## src/rtl/pf_pkg.sv

```systemverilog
// Shared constants and types of the prime factorizer.
package pf_pkg;

  localparam int unsigned VALUE_WIDTH  = 32;
  localparam int unsigned IN_WIDTH     = 32;
  localparam int unsigned PRIME_WIDTH  = 32;
  localparam int unsigned EXP_WIDTH    = 5;
  localparam int unsigned OUT_WIDTH    = 40;
  localparam int unsigned MAX_RESULTS  = 9;
  localparam int unsigned CNT_WIDTH    = 4;
  localparam logic [EXP_WIDTH-1:0] EXP_MAX = 5'd31;

  typedef enum logic [6:0] {
    S_IDLE   = 7'b0000001,
    S_CHECK  = 7'b0000010,
    S_DIV    = 7'b0000100,
    S_DECIDE = 7'b0001000,
    S_PUSH   = 7'b0010000,
    S_TAIL   = 7'b0100000,
    S_FLUSH  = 7'b1000000
  } state_e;

endpackage

```

## src/rtl/prime_factorizer.sv

```systemverilog
// Trial-division prime factorizer with one shared bit-serial divider.
//
//  channel  | dir | handshake               | payload
//  ---------+-----+-------------------------+---------------------------------------
//  s_axis   | in  | s_axis_tvalid/tready    | tdata: value
//  m_axis   | out | m_axis_tvalid/tready    | tdata: prime, exponent; tlast; tuser
//
// Each trial division shifts all VALUE_WIDTH quotient bits through the restoring
// divider and then does its bookkeeping in S_DECIDE and S_CHECK; an item with
// largest trial divisor P runs through the trial divisors 2 to P in turn.
// The input is ready only while no item is in progress.
// One result is held back until the next is known, so that tlast can be set.
// A stalled output only halts the sequencer when it must hand over a result.
// Reset is asynchronous and active low; it clears the sequencer and valids.
module prime_factorizer #(
  parameter int unsigned VALUE_WIDTH = pf_pkg::VALUE_WIDTH
) (
  input  logic                         clk_i,
  input  logic                         rst_ni,
  input  logic                         s_axis_tvalid_i,
  output logic                         s_axis_tready_o,
  // [31:0] value
  input  logic [pf_pkg::IN_WIDTH-1:0]  s_axis_tdata_i,
  output logic                         m_axis_tvalid_o,
  input  logic                         m_axis_tready_i,
  // [31:0] prime, [36:32] exponent, [39:37] zero
  output logic [pf_pkg::OUT_WIDTH-1:0] m_axis_tdata_o,
  output logic                         m_axis_tlast_o,
  // [0] empty_res
  output logic                         m_axis_tuser_o
);

  localparam int unsigned W  = VALUE_WIDTH;
  localparam int unsigned IW = (W < pf_pkg::IN_WIDTH) ? W : pf_pkg::IN_WIDTH;
  localparam int unsigned PW = W / 2 + 2;
  localparam int unsigned SW = W + 2;
  localparam int unsigned XW = W + pf_pkg::PRIME_WIDTH;
  localparam int unsigned CW = $clog2(W + 1);
  localparam int unsigned PAD = pf_pkg::OUT_WIDTH - pf_pkg::PRIME_WIDTH - pf_pkg::EXP_WIDTH;

  pf_pkg::state_e state_q, state_d;

  logic [W-1:0]                   n_q, n_d;
  logic [PW-1:0]                  p_q, p_d;
  logic [SW-1:0]                  sq_q, sq_d;
  logic [pf_pkg::EXP_WIDTH-1:0]   e_q, e_d;
  logic [pf_pkg::CNT_WIDTH-1:0]   cnt_q, cnt_d;
  logic [PW-1:0]                  rem_q, rem_d;
  logic [W-1:0]                   quo_q, quo_d;
  logic [CW-1:0]                  bit_q, bit_d;

  logic                           pend_valid_q, pend_valid_d;
  logic [pf_pkg::PRIME_WIDTH-1:0] pend_prime_q, pend_prime_d;
  logic [pf_pkg::EXP_WIDTH-1:0]   pend_exp_q, pend_exp_d;
  logic                           pend_empty_q, pend_empty_d;

  logic                           out_valid_q, out_valid_d;
  logic [pf_pkg::PRIME_WIDTH-1:0] out_prime_q, out_prime_d;
  logic [pf_pkg::EXP_WIDTH-1:0]   out_exp_q, out_exp_d;
  logic                           out_last_q, out_last_d;
  logic                           out_empty_q, out_empty_d;

  logic [W-1:0]  n_init;
  logic [PW:0]   trial;
  logic [PW:0]   diff;
  logic          ge;
  logic          out_free;
  logic          push_ok;
  logic          room;
  logic [XW-1:0] p_ext;
  logic [XW-1:0] n_ext;

  assign n_init   = W'(s_axis_tdata_i[IW-1:0]);
  assign trial    = {rem_q, quo_q[W-1]};
  assign diff     = trial - {1'b0, p_q};
  assign ge       = ~diff[PW];
  assign out_free = ~out_valid_q | m_axis_tready_i;
  assign push_ok  = ~pend_valid_q | out_free;
  assign room     = cnt_q < pf_pkg::CNT_WIDTH'(pf_pkg::MAX_RESULTS);
  assign p_ext    = XW'(p_q);
  assign n_ext    = XW'(n_q);

  always_comb begin
    state_d      = state_q;
    n_d          = n_q;
    p_d          = p_q;
    sq_d         = sq_q;
    e_d          = e_q;
    cnt_d        = cnt_q;
    rem_d        = rem_q;
    quo_d        = quo_q;
    bit_d        = bit_q;
    pend_valid_d = pend_valid_q;
    pend_prime_d = pend_prime_q;
    pend_exp_d   = pend_exp_q;
    pend_empty_d = pend_empty_q;
    out_valid_d  = out_valid_q & ~m_axis_tready_i;
    out_prime_d  = out_prime_q;
    out_exp_d    = out_exp_q;
    out_last_d   = out_last_q;
    out_empty_d  = out_empty_q;

    case (state_q)
      pf_pkg::S_IDLE: begin
        if (s_axis_tvalid_i) begin
          n_d = n_init;
          if (n_init < W'(2)) begin
            pend_valid_d = 1'b1;
            pend_prime_d = '0;
            pend_exp_d   = '0;
            pend_empty_d = 1'b1;
            state_d      = pf_pkg::S_FLUSH;
          end else begin
            p_d     = PW'(2);
            sq_d    = SW'(4);
            e_d     = '0;
            cnt_d   = '0;
            state_d = pf_pkg::S_CHECK;
          end
        end
      end
      pf_pkg::S_CHECK: begin
        if (SW'(n_q) >= sq_q && room) begin
          rem_d   = '0;
          quo_d   = n_q;
          bit_d   = CW'(W);
          state_d = pf_pkg::S_DIV;
        end else begin
          state_d = pf_pkg::S_TAIL;
        end
      end
      pf_pkg::S_DIV: begin
        rem_d = ge ? diff[PW-1:0] : trial[PW-1:0];
        quo_d = {quo_q[W-2:0], ge};
        bit_d = bit_q - CW'(1);
        if (bit_q == CW'(1)) begin
          state_d = pf_pkg::S_DECIDE;
        end
      end
      pf_pkg::S_DECIDE: begin
        if (rem_q == '0) begin
          // Divisor divides: keep the quotient and divide again.
          n_d     = quo_q;
          e_d     = (e_q == pf_pkg::EXP_MAX) ? e_q : e_q + 1'b1;
          rem_d   = '0;
          quo_d   = quo_q;
          bit_d   = CW'(W);
          state_d = pf_pkg::S_DIV;
        end else if (e_q != '0) begin
          state_d = pf_pkg::S_PUSH;
        end else begin
          p_d     = p_q + 1'b1;
          sq_d    = sq_q + SW'({p_q, 1'b1});
          state_d = pf_pkg::S_CHECK;
        end
      end
      pf_pkg::S_PUSH: begin
        if (push_ok) begin
          if (pend_valid_q) begin
            out_valid_d = 1'b1;
            out_prime_d = pend_prime_q;
            out_exp_d   = pend_exp_q;
            out_last_d  = 1'b0;
            out_empty_d = pend_empty_q;
          end
          pend_valid_d = 1'b1;
          pend_prime_d = p_ext[pf_pkg::PRIME_WIDTH-1:0];
          pend_exp_d   = e_q;
          pend_empty_d = 1'b0;
          cnt_d        = cnt_q + 1'b1;
          e_d          = '0;
          p_d          = p_q + 1'b1;
          sq_d         = sq_q + SW'({p_q, 1'b1});
          state_d      = pf_pkg::S_CHECK;
        end
      end
      pf_pkg::S_TAIL: begin
        if (n_q > W'(1) && room) begin
          // The cofactor left over is itself prime.
          if (push_ok) begin
            if (pend_valid_q) begin
              out_valid_d = 1'b1;
              out_prime_d = pend_prime_q;
              out_exp_d   = pend_exp_q;
              out_last_d  = 1'b0;
              out_empty_d = pend_empty_q;
            end
            pend_valid_d = 1'b1;
            pend_prime_d = n_ext[pf_pkg::PRIME_WIDTH-1:0];
            pend_exp_d   = pf_pkg::EXP_WIDTH'(1);
            pend_empty_d = 1'b0;
            cnt_d        = cnt_q + 1'b1;
            n_d          = W'(1);
            state_d      = pf_pkg::S_FLUSH;
          end
        end else begin
          state_d = pf_pkg::S_FLUSH;
        end
      end
      pf_pkg::S_FLUSH: begin
        if (out_free) begin
          out_valid_d  = 1'b1;
          out_prime_d  = pend_prime_q;
          out_exp_d    = pend_exp_q;
          out_last_d   = 1'b1;
          out_empty_d  = pend_empty_q;
          pend_valid_d = 1'b0;
          state_d      = pf_pkg::S_IDLE;
        end
      end
      default: begin
        state_d = pf_pkg::S_IDLE;
      end
    endcase
  end

  always_ff @(posedge clk_i or negedge rst_ni) begin
    if (!rst_ni) begin
      state_q      <= pf_pkg::S_IDLE;
      pend_valid_q <= 1'b0;
      out_valid_q  <= 1'b0;
      bit_q        <= '0;
      cnt_q        <= '0;
    end else begin
      state_q      <= state_d;
      pend_valid_q <= pend_valid_d;
      out_valid_q  <= out_valid_d;
      bit_q        <= bit_d;
      cnt_q        <= cnt_d;
    end
  end

  always_ff @(posedge clk_i) begin
    n_q          <= n_d;
    p_q          <= p_d;
    sq_q         <= sq_d;
    e_q          <= e_d;
    rem_q        <= rem_d;
    quo_q        <= quo_d;
    pend_prime_q <= pend_prime_d;
    pend_exp_q   <= pend_exp_d;
    pend_empty_q <= pend_empty_d;
    out_prime_q  <= out_prime_d;
    out_exp_q    <= out_exp_d;
    out_last_q   <= out_last_d;
    out_empty_q  <= out_empty_d;
  end

  assign s_axis_tready_o = (state_q == pf_pkg::S_IDLE);
  assign m_axis_tvalid_o = out_valid_q;
  assign m_axis_tdata_o  = {PAD'(0), out_exp_q, out_prime_q};
  assign m_axis_tlast_o  = out_last_q;
  assign m_axis_tuser_o  = out_empty_q;

endmodule

```

## config.mk

```make
export PLATFORM = sky130hd
export DESIGN_NAME = prime_factorizer
export DESIGN_NICKNAME = d
export VERILOG_FILES = /design/src/rtl/pf_pkg.sv /design/src/rtl/prime_factorizer.sv
export SDC_FILE = /design/constraint.sdc
export NUM_CORES = 1
export LEC_CHECK = 0
export BUFFER_PORTS_ARGS = -buffer_cell sky130_fd_sc_hd__buf_4
export CORE_MARGIN = 5
export CORE_UTILIZATION = 50
export CTS_CLUSTER_DIAMETER = 80
export DETAILED_ROUTE_END_ITERATION = 10
export PLACE_DENSITY = 0.66
export SKIP_LAST_GASP = 1
export SLEW_MARGIN = 40
export SYNTH_ARGS = -nofsm -noshare
export SYNTH_HDL_FRONTEND = slang
export SYNTH_SLANG_ARGS = --single-unit
```

## constraint.sdc

```tcl
create_clock -name clk_i -period 6.2 [get_ports clk_i]
set_input_delay 0.31 -clock clk_i [delete_from_list [all_inputs] [get_ports clk_i]]
set_output_delay 0.31 -clock clk_i [all_outputs]
set_load 0.01 [all_outputs]
```

## Word level (Yosys, flattened, before mapping)

Cells that the tools add are included.

| word-level totals | value |
|---|---|
| memories kept | 0 |
| word-level logic and storage cells | 174 |
| register bits | 235 |
| memory bits (writable) | 0 |
| bits in latches | 0 |
| ROM bits | 0 |

| operators by class | value |
|---|---|
| $mul | 0 |
| reduce and logical (&&, ||, !) cells | 22 |
| bitwise operators | 7 |
| shift-type cells | 0 |
| eq/ne operators | 23 |
| mux-type cells | 94 |
| div/mod/pow operators | 0 |
| add/sub/neg operators | 6 |
| order comparisons | 4 |

Operators by type and width:

| cell | number |
|---|---|
| $mux 32 | 14 |
| $pmux 32 s3 | 3 |
| $mux 34 | 5 |
| $mux 18 | 8 |
| $pmux 18 s3 | 2 |
| $pmux 34 s3 | 1 |
| $mux 5 | 16 |
| $pmux 32 s2 | 1 |
| $mux 7 | 7 |
| $pmux 7 s7 | 1 |
| $pmux 5 s3 | 3 |
| $add 34x19->34 | 1 |
| $ge 32x34->1 | 1 |
| $gt 32x1->1 const B | 1 |
| $lt 32x2->1 const B | 1 |
| $ne 2x2->1 const B | 12 |
| $mux 1 | 19 |
| $sub 19x18->19 | 1 |
| $add 18x1->18 const B | 1 |
| $logic_not 18->1 | 1 |
| $mux 6 | 3 |
| $pmux 6 s3 | 1 |
| $reduce_and 6->1 | 3 |
| $mux 4 | 4 |
| 30 further kinds | 46 |

## Logic depth before layout (Yosys ltp)

Gate-level depths: netlist (run 1).

| logic depth | value |
|---|---|
| depth after elaboration | 6 |
| mapped depth | 12 |
| depth with buffers taken out | 11 |

## Least setup slack after synthesis (run 1)

No wires, ideal clock.

| path | value |
|---|---|
| path type | flip-flop to flip-flop |
| from | register state_q[4] |
| to | register p_q[0] (enable) |
| arrival | 5,799 ps |
| cell stages (with the launch flop) | 7 |
| period minus slack after synthesis | 6,338 ps |
| path slack | -138 ps |
| data required time | 5,660 ps |
| cells stage by stage | dfrtp_1 or4_1 buf_2 nor3_1 nor2_1 clkbuf_1 a211oi_1 |

| on the way | value |
|---|---|
| word-level cells in the longest chain between the ends | 3 |
| elaborated cells between the ends (all ways) | 10 |
| classes of those cells | eq/ne: 8; reduce/logical: 2 |

Ends and longest elaborated chain:

| item | RTL line | RTL |
|---|---|---|
| from (decl) | prime_factorizer.sv:41 | `pf_pkg::state_e state_q, state_d;` |
| from (signal assigned) | prime_factorizer.sv:219 | `state_q <= pf_pkg::S_IDLE;` |
| from (signal assigned) | prime_factorizer.sv:225 | `state_q <= state_d;` |
| $eq 7x4->1 (tied with other cells) | prime_factorizer.sv:103 | `case (state_q)` |
| $ne 2x2->1 (no source line) or $reduce_bool 3->1 (tied branches) | n/a |  |
| $reduce_and 6->1 (no source line) (*) | n/a |  |
| to (signal assigned) | prime_factorizer.sv:235 | `p_q <= p_d;` |
| to (decl) | prime_factorizer.sv:44 | `logic [PW-1:0] p_q, p_d;` |

Every way passes the cells marked *; elsewhere a longest branch is shown, timed or not.
A chain may end at the register's enable or synchronous reset.

## Final worst setup path (run 1)

| path | value |
|---|---|
| from | register p_q[0] |
| to | register rem_q[1], data pin |

| on the way | value |
|---|---|
| word-level cells in the longest chain between the ends | 3 |

Ends and longest elaborated chain:

| item | RTL line | RTL |
|---|---|---|
| $sub 19x18->19 | prime_factorizer.sv:75 | `assign diff = trial - {1'b0, p_q};` |
| $mux 18 | prime_factorizer.sv:133 | `rem_d = ge ? diff[PW-1:0] : trial[PW-1:0];` |
| $pmux 18 s3 | prime_factorizer.sv:103 |  |
| to (signal assigned) | prime_factorizer.sv:238 | `rem_q <= rem_d;` |
| to (decl) | prime_factorizer.sv:48 | `logic [PW-1:0] rem_q, rem_d;` |

No other way between the ends.

==> results of run 1 <==
==> worst paths after layout <==
path | end | slack [ns] | cells after the start
setup / recovery | rem_q[1]$_SDFFCE_PN0P_ | 1.96 | 11
hold / removal | n_q[22]$_DFFE_PP_ | 0.07 | 3
setup reg to reg | rem_q[1]$_SDFFCE_PN0P_ | 1.96 | 11
hold reg to reg | out_prime_q[4]$_DFFE_PP_ | 0.42 | 0
max in group asynchronous | state_q[0]$_DFFE_PN1P_ | 5.75 | 2
min in group asynchronous | bit_q[3]$_DFFE_PN0P_ | 0.18 | 2
==> placed cells by master, fill, tap and decap left out, drive strengths merged, types with 17 or more instances in the layout <==
master  count
nor3       18
nand3      50
nand4      17
o21ai      60
inv        70
clkbuf     29
and2       24
xnor2      42
a21o       19
nor2       99
nand2     232
nor4       24
dfrtp      18
buf        90
ha         76
a21oi      45
edfxtp    216
==> power by group <==
part	total, mW	switching, mW	leakage [nW]	internal [mW]
Combinational	3.25	1.98	3.16	1.26
Clock	1.64	0.645	0.439	0.999
Sequential	3.04	0.459	2.28	2.58
Total	7.93	3.09	5.88	4.84
==> what timing repair did <==
item | CTS | global route
endpoints found under the hold margin | 19 | 0
endpoints found under the setup margin | 0 | 0
hold buffers | 1 | 0
resized for setup | 0 | 0
==> layout make-up <==
type | instances | area [sq um] | share of cell area, %
Sequential cell | 235 | 6963 | 47.76
Multi-Input combinational cell | 869 | 5365 | 36.80
Timing Repair Buffer | 91 | 685.7 | 4.703
Clock buffer | 29 | 640.6 | 4.394
Tap cell | 330 | 412.9 | 2.832
Clock inverter | 17 | 257.7 | 1.768
Inverter | 68 | 255.2 | 1.751
==> worst max-delay path: cells and delay by family, from the launching register on <==
family,cells,cell delay [ns]
AO/OA/AOI/OAI,4,1.38
adder cells (fa/ha/maj),2,0.71
flip-flops,1,0.53
XOR/XNOR,1,0.52
multiplexers,1,0.36
buffers and inverters,1,0.33
AND/OR/NAND/NOR,2,0.25
==> metal layers <==
layer / GRT usage, % / vias to the layer above / part of all wire [%] / wire [microns]
li1: - / 4493 / - / -
met1: 30.06 / 4502 / 43 / 13210
met2: 35.68 / 282 / 47 / 14660
met3: 3.494 / 69 / 6.4 / 1966
met4: 6.335 / 0 / 3.4 / 1063
met5: 0 / - / 0 / 0
==> cells in the mapped netlist (all sizes together), types with 16 or more instances <==
library cell,instances
nand2,232
edfxtp,216
nor2,99
ha,76
inv,68
o21ai,60
nand3,50
a21oi,45
xnor2,42
clkbuf,29
and2,24
nor4,24
a21o,19
dfrtp,18
nor3,18
nand4,17
mux2i,16
xor2,16
==> kinds of logic after synthesis <==
logic type      count (synthesis)  synth area share [%]
compound gates                189                 9.362
mux                            18                 1.440
simple gates                  523                 19.08
flops                         235                 54.90
fa+ha+maj                      78                 7.813
buf+inv                       109                 3.374
xor+xnor                       58                 4.005
other cells                     1               0.02957
==> registers in the layout, indices dropped and copies added (netlist names), 4 cells and up <==
signal and cells:
bit_q 6, cnt_q 4, e_q 5, n_q 32
out_exp_q 5, out_prime_q 32, p_q 18, pend_exp_q 5
pend_prime_q 32, quo_q 32, rem_q 18, sq_q 34
state_q 7
==> stage by stage <==
stage,util (%),power (mW),hold slack (ns)
CTS,58.02,7.948,0.04656
global route,58.07,8.501,0.06851
floorplan,-,5.322,0.01441
finish,58.07,7.927,0.07151
global placement,54.34,6.193,0.1994
detailed placement,54.40,6.253,0.1988
==> metrics.md, run 1 <==
| Metric | Value |
|---|---|
| Layout cell share with drive strength beyond 1 | between 10% and 20% |
| Slew Limit Headroom | 49.84% |
| H-Tree Depth | 1 |
| Yosys cell types | slightly below 70 |
| FF+latch count, synth | about 240 |
| Core Box Area | 25,110 sq um |
| CP cell instances | ha_1 -> fa_1 -> nor2b_1 -> o211ai_1 -> a2111oi_1 -> o41ai_1 -> o21ai_0 -> xor2_2 -> buf_4 -> mux2_2 -> nor2_1 |
| Maxcap violations | 0 |
| I/O Buffers | 76 |
| Area growth syn-to-layout | 14.95% |
| Mapped cell area | 12,680 sq um |
| Final Max Tran Viols | 0 |
| Largest net degree at the start of global routing | 55 |
| Outcome | finished, final reports clean |
| Vias in the first global route | 9,191 |
| CTS sink cnt | 235 |
| Number of setup buffers added after CTS | 0 |
| Post-Route Skew | 0.01635 ns |
| PwrDens | 543.7 nW/um^2 |
| CP Max Fanout | 12 |
| Die Y | 169.3 microns |
| Mean number of vias per cell | 5.702 |
| Routed wire length | 30,900 microns |
| Post-route ant nets | 0 |
| Hold Vio Cnt, Final | 0 |
| HP Class | input port to flip-flop |
| Placement Rows | 58 |
| Worst-path clk slew | 0.06 ns |
| Pre-CTS WS | 1.955 ns |
| Setup repair after global routing missed its margin | false |
| Post-synth EDFFs | 216 |
| Drt drc | 0 |
| Drt wl/cell | 18.85 microns |
| Setup ws final | 1.965 ns |
| Setup TNS | 0 ns |
| Final Critical Period | 4.235 ns |
| Slowest cell on crit path | a2111oi_1 |
| Area after DPL | 13,660 sq um |
| CTS root buffer | clkbuf_16 |
| First-pass GRT wire length | 49,900 microns |
| VDD IR max | approximately 290 uV |
| CTS Buffer Depth | 3 |
| Filler cell count | approximately 2,100 |
| Crit. Startpoint | p_q[0]$_SDFFCE_PN0P_ |
| Worst-Skew Late Latency | approximately 0.54 ns |
| DRT iter0 DRCs | 766 |
| Cell area after layout | about 15,000 sq um |
| Area leader, netlist | edfxtp_1 |
| Main area contributors after synthesis | edfxtp_1 51%, ha_1 7.5%, nand2_1 6.9%, dfrtp_1 3.6%, nor2_1 2.9% |
| Worst setup SP type | flip-flop |
| Nets | 1,404 |
| Initial core utilization | 50.51% |
| Initial antenna violation count | 0 |
| Fraction of registers with async set/reset | 8.085% |
| Placed cells | roughly 1,600 |
| DP Wirelength | 21,970 microns |
| TritonCTS Buffers | 25 |
| Register area share after synthesis | 54.90% |
| # diodes | 0 |
| Drt pass-1 iters | 6 |
| Crit path capture type | flip-flop |
| GP Congestion | 0.9296 |
| Full die area | 28,650 sq um |
| Hold_sp | s_axis_tdata_i[22] |
| Required time of the critical path | 6.59 ns |
| Mapped Cells | 1,211 |
| CTS tree | done |
| Tcrit/Tclk final | 68.31% |
| Total track usage | 21.71% |
| CP max stage delay | 0.70 ns |
| CP arrival | about 4.6 ns |
| Worst R2R Start | p_q[0]$_SDFFCE_PN0P_ |
| Synth top area share | 51.14% |
| Die W | 169.3 microns |
| Fmax | 0.2361 GHz |
| P_leak | 5.885 nW |
| Worst Tran Pin Value | ~0.75 ns |
| Routed vias | a little over 9,000 |
| Setup CP Type | flip-flop to flip-flop |
| YS warnings | 0 |
| Total gr overflow | 0 |
| Finished Layout Cells | between 1,500 and 2,000 |
| Syn Area/Cell | 10.47 sq um |
| Ys flop type | edfxtp_1 |
| Setup Viol. Count Final | 0 |
| Top Ports | 80 |
(Power assumes the default switching activity.)
==> inputs of run 2 (changes only) <==
- PLACE_DENSITY: 0.66 -> 0.64
- clock period: 6.2 -> 4.2 ns (I/O delays scaled with it)
==> run 2 against run 1 <==
  * Hold slack lost 0.050 ns
  * Combinational power grew 50%
  * Clock skew grew 0.015 ns
  * Via count grew 0.71%
  * Sequential cell count is the same
  * First-iteration DRC count shrank 7.6%
  * Die area is the same
  * Power grew 48%
  * Global-route usage shrank 0.23 points
  * Largest power group unchanged
==> metrics.md, run 2 (same netlist as run 1, synthesis figures left out) <==
| Metric | Value |
|---|---|
| PwrDens | 790.5 nW/um^2 |
| Most frequent cells in the layout | 232 x nand2_1, 216 x edfxtp_1, 97 x nor2_1, 92 x buf_4, 76 x ha_1 |
| GP Congestion | 0.8351 |
| Post-route ant nets | 0 |
| CP max stage delay | 0.53 ns |
| Total track usage | 21.49% |
| Initial core utilization | 50.51% |
| CTS tree | done |
| Drt pass-1 iters | 7 |
| Comb power frac | between 40% and 50% |
| CTS sink cnt | 235 |
| Full die area | 28,650 sq um |
| Final Critical Period | 3.590 ns |
| Worst Tran Pin Value | roughly 0.76 ns |
| Commonest non-fill, non-tap cell in the layout | nand2_1 |
| Die W | 169.3 microns |
| Setup repair after global routing missed its margin | false |
| Setup ws final | 0.6099 ns |
| R2r setup slk | 0.61 ns |
| Worst setup SP type | flip-flop |
| Vias in the first global route | 9,091 |
| Initial antenna violation count | 0 |
| Required time of the critical path | 4.59 ns |
| Placement Rows | 58 |
| Area after DPL | roughly 14,000 sq um |
| Net Sw Frac | 38.86% |
| Outcome | finished, final reports clean |
| Largest net degree at the start of global routing | 54 |
| Final Max Tran Viols | 0 |
| Worst-Skew Late Latency | 0.55 ns |
| Post-Route Skew | 0.03111 ns |
| Hold Vio Cnt, Final | 0 |
| P_leak | between 6 and 7 nW |
| Core Box Area | about 25,000 sq um |
| DP Wirelength | 21,900 microns |
| Number of setup buffers added after CTS | 0 |
| CP Max Fanout | 13 |
| CP most frequent cell | buf_4 |
| Clk pwr share | 20.3% |
| Maxcap violations | 0 |
| Routed wire length | 31,050 microns |
| Total gr overflow | 0 |
| Slowest cell on crit path | edfxtp_1 |
| Layout cell share with drive strength beyond 1 | 12.12% |
| Setup Viol. Count Final | 0 |
| First-pass GRT wire length | 49,400 microns |
| Setup CP Type | flip-flop to flip-flop |
| Reg2reg path depth | 12 |
| Cells on Worst Hold Path | 3 |
| Pre-CTS WS | 0.6185 ns |
| # diodes | 0 |
| TritonCTS Buffers | 26 |
| Seq pwr share | between 30% and 40% |
| HP Class | input port to flip-flop |
| Routed vias | 9,412 |
| CTS Buffer Depth | 3 |
| Mean number of vias per cell | 5.646 |
| VDD IR max | about 440 uV |
| Psw | 4.561 mW |
| Nets | 1,431 |
| Worst-path clk slew | 0.06 ns |
| Max reg flops | 34 |
| Top Ports | 80 |
| Setup TNS | 0 ns |
| Crit path capture type | flip-flop |
| Drt wl/cell | roughly 19 microns |
| Tcrit/Tclk final | approximately 85% |
| Die Y | 169.3 microns |
| Cell area after layout | approximately 15,000 sq um |
| CP arrival | ~4.0 ns |
| Slew Limit Headroom | 48.65% |
| CP cell instances | ha_1 -> fa_1 -> nor2b_1 -> o211ai_1 -> a2111oi_0 -> buf_4 -> o41ai_1 -> o21ai_0 -> xor2_2 -> buf_4 -> mux2_2 -> nor2_1 |
| Fin util | 59.13% |
| CTS root buffer | clkbuf_16 |
| Drt drc | 0 |
| Top reg by flops | sq_q |
| DRT iter0 DRCs | 708 |
| I/O Buffers | between 70 and 80 |
| H-Tree Depth | 1 |
| Internal power | 7.175 mW |
| Fmax | 0.2785 GHz |
| Area growth syn-to-layout | 17.06% |
==> run 2: routing by layer <==
layer / global-route usage, % / part of all wire (%) / wire length, microns
met5: 0 / 0 / 0
met4: 8.015 / 3.5 / 1078
met3: 3.471 / 6.1 / 1882
met2: 33.28 / 46 / 14130
met1: 30.77 / 45 / 13960
==> run 2: area by class of cell <==
cell class	count	area [sq um]
Clock buffer	30	665.6
Clock inverter	18	232.7
Fill cell	2119	10260
Inverter	68	255.2
Multi-Input combinational cell	869	5356
Sequential cell	235	6963
Tap cell	330	412.9
Timing Repair Buffer	117	960.9
==> run 2: worst paths after layout <==
| check | endpoint | startpoint |
|---|---|---|
| worst min register to register | out_prime_q[3]$_DFFE_PP_ | pend_prime_q[3]$_DFFE_PP_ |
| min in group asynchronous | state_q[5]$_DFFE_PN0P_ | rst_ni |
| worst max-delay path | rem_q[1]$_SDFFCE_PN0P_ | p_q[0]$_SDFFCE_PN0P_ |
| max in group asynchronous | state_q[0]$_DFFE_PN1P_ | rst_ni |
| worst max register to register | rem_q[1]$_SDFFCE_PN0P_ | p_q[0]$_SDFFCE_PN0P_ |
| worst min-delay path | n_q[2]$_DFFE_PP_ | s_axis_tdata_i[2] |
==> run 2: timing repair <==
item                      4_1_cts  5_1_grt
gates resized for setup         0        0
hold endpoints to repair       41        0
hold buffers                   23        0
==> run 2: power groups by stage <==
stage	Clock (mW)	Combinational, mW	Sequential [mW]
2_1_floorplan	0	3.61	4.25
5_1_grt	2.54	5.44	4.58
4_1_cts	2.44	4.85	4.48
3_5_place_dp	0	4.79	4.52
6_report	2.39	4.86	4.48
3_3_place_gp	0	4.72	4.51
==> run 2: critical path, delay by kind of cell (launching register included) <==
kind	cells	cell delay, ns
xor+xnor	1	0.18
compound gates	4	0.93
buf+inv	2	0.45
simple gates	2	0.27
mux	1	0.37
flops	1	0.53
fa+ha+maj	2	0.72
==> run 2: through the flow <==
step	hold slack, ns	power (mW)	instances
global placement	0.1038	9.230	1596
global route	0.01471	12.56	1667
floorplan	-0.08559	7.855	1213
CTS	0.003077	11.78	1667
detailed placement	0.1048	9.307	1596
finish	0.02133	11.74	1667
==> inputs of run 3 (changes only) <==
- GPL_ROUTABILITY_DRIVEN: not set -> 0
- RECOVER_POWER: not set -> 100
==> run 3 against run 2 <==
  * The flow now finishes with violations (max-capacitance violations, max-slew violations)
  * Clock power shrank 2%
  * Hold slack gained 0.0031 ns
  * First-iteration DRC count shrank 7.5%
  * Clock-buffer cell count shrank 2
  * Combinational power shrank 0.8%
  * Utilization shrank 0.97 points
  * Routed wire length grew 2.3%
  * Sequential cell count is the same
  * Sequential share of layout area grew 0.78 points
==> metrics.md, run 3 (same netlist as run 1, synthesis figures left out) <==
| Metric | Value |
|---|---|
| CP arrival | 4.10 ns |
| Maxcap violations | 2 |
| Final Critical Period | 3.720 ns |
| Top Ports | 80 |
| CP max stage delay | 1.34 ns |
| Fmax | roughly 0.27 GHz |
| Worst Path Buf+Inv | 1 |
| CP cell instances | or4_1 -> nor3_1 -> clkbuf_1 -> nand2_1 -> o22ai_1 |
| Commonest non-fill, non-tap cell in the layout | nand2_1 |
| CTS Buffer Depth | 3 |
| # diodes | 0 |
| Cell area after layout | 14,600 sq um |
| Drt wl/cell | 19.03 microns |
| Die W | 169.3 microns |
| Area after DPL | 13,710 sq um |
| Fin util | 58.16% |
| Total track usage | 22.04% |
| Routed vias | 9,399 |
| Slew Limit Headroom | -19.57% |
| I/O Buffers | 76 |
| Vias in the first global route | ~9,300 |
| Mean number of vias per cell | 5.635 |
| Nets | 1,432 |
| DP Wirelength | ~22,000 microns |
| H-Tree Depth | 1 |
| Most frequent cells in the layout | 232 x nand2_1, 216 x edfxtp_1, 98 x nor2_1, 76 x ha_1, 68 x inv_1 |
| Final Max Tran Viols | 71 |
| Outcome | finished with violations |
| Hold Vio Cnt, Final | 0 |
| First-pass GRT wire length | roughly 50,000 microns |
| Worst setup SP type | flip-flop |
| Full die area | between 20,000 and 30,000 sq um |
| CP top delay family | simple AND/OR/NAND/NOR gates |
| Top reg by flops | sq_q |
| Routed wire length | 31,750 microns |
| Setup CP Type | flip-flop to flip-flop |
| PwrDens | between 700 and 800 nW/um^2 |
| Max reg flops | 34 |
| Slowest cell on crit path | clkbuf_1 |
| Post-cts sizing count | 0 |
| VDD IR max | 398.5 uV |
| DRT iter0 DRCs | 655 |
| Worst Tran Pin Value | 1.794 ns |
| Area growth syn-to-layout | 15.14% |
| Post-route ant nets | 0 |
| Setup Viol. Count Final | 0 |
| Drt pass-1 iters | 5 |
| Worst-path clk slew | roughly 0.060 ns |
| CP Max Fanout | 35 |
| Failing checks | max-capacitance violations, max-slew violations |
| Setup TNS | 0 ns |
| CTS root buffer | clkbuf_16 |
| Post-Route Skew | 0.01652 ns |
| Required time of the critical path | 4.58 ns |
| Total gr overflow | 0 |
| Placement Rows | 58 |
| Initial antenna violation count | 0 |
| CTS tree | done |
| Tcrit/Tclk final | between 80% and 90% |
| Largest net degree at the start of global routing | 54 |
| Setup repair after global routing missed its margin | false |
| TritonCTS Buffers | 26 |
| Drt drc | 0 |
| HP Class | input port to flip-flop |
| Crit path capture type | flip-flop |
| Layout cell share with drive strength beyond 1 | 7.848% |
| CTS sink cnt | 235 |
| Worst-Skew Late Latency | between 0.5 and 0.6 ns |
| Initial core utilization | 50.51% |
| P_leak | 5.794 nW |
| Core Box Area | between 20,000 and 30,000 sq um |
| Die Y | 169.3 microns |
run 3: cell count changes in the layout (fill, tap and decap cells not counted), sizes merged:
cell         previous run  this run
inv                    69        68
buf                    94        43
bufinv                  5         4
clkinv                 11        13
clkinvlp                1         3
clkbuf                 30        79
dlygate4sd3            23        24
run 3: repair_timing:
| action | in CTS | in global routing |
|---|---|---|
| hold endpoints to repair | 42 | 0 |
| hold buffers | 24 | 0 |
| setup buffers | 0 | 0 |
run 3: metrics by stage:
stage          hold WS (ns)  setup slack [ns]  power (mW)  std cells
6_report            0.02438            0.4800       11.64       1668
4_1_cts            0.002952            0.6450       11.75       1668
3_3_place_gp         0.1027            0.7732       9.232       1596
2_1_floorplan      -0.08559            0.4300       7.855       1213
5_1_grt             0.01166            0.2183       12.45       1668
3_5_place_dp         0.1014            0.6825       9.338       1596
run 3: per-layer routing:
metal,GRT usage (%),wire (microns)
met1,31.31,14260
met3,2.935,1791
met5,0,0
met4,6.685,932
met2,35.63,14760
run 3: final timing paths:
path	cells after the start	slack, ns	endpoint	start
max	5	0.48	rem_q[11]$_SDFFCE_PN0P_	state_q[4]$_DFFE_PN0P_
min	3	0.02	n_q[4]$_DFFE_PP_	s_axis_tdata_i[4]
max reg2reg	5	0.48	rem_q[11]$_SDFFCE_PN0P_	state_q[4]$_DFFE_PN0P_
min reg2reg	0	0.41	out_prime_q[25]$_DFFE_PP_	pend_prime_q[25]$_DFFE_PP_
max in group asynchronous	2	3.16	state_q[2]$_DFFE_PN0P_	rst_ni
min in group asynchronous	2	0.39	state_q[1]$_DFFE_PN0P_	rst_ni
run 3: final cells by class:
cell class / count / area [sq um]
fillers: 2147 / 10510
flip-flops and latches: 235 / 6963
multi-input cells: 869 / 5303
repair buffers: 118 / 785.8
clock buffers: 28 / 658.1
well taps: 330 / 412.9
inverters: 68 / 255.2
clock inverters: 20 / 226.5
run 3: report_power, final:
group	total, mW	internal, mW	switching, mW
registers	4.48	3.80	0.681
logic	4.82	1.86	2.96
clock network	2.34	1.39	0.950
total	11.6	7.05	4.59
run 3: worst min-delay path, cell delays in order:
cell	delay (ns)
buf_4	0.09
nand3_1	0.08
nand2_1	0.08
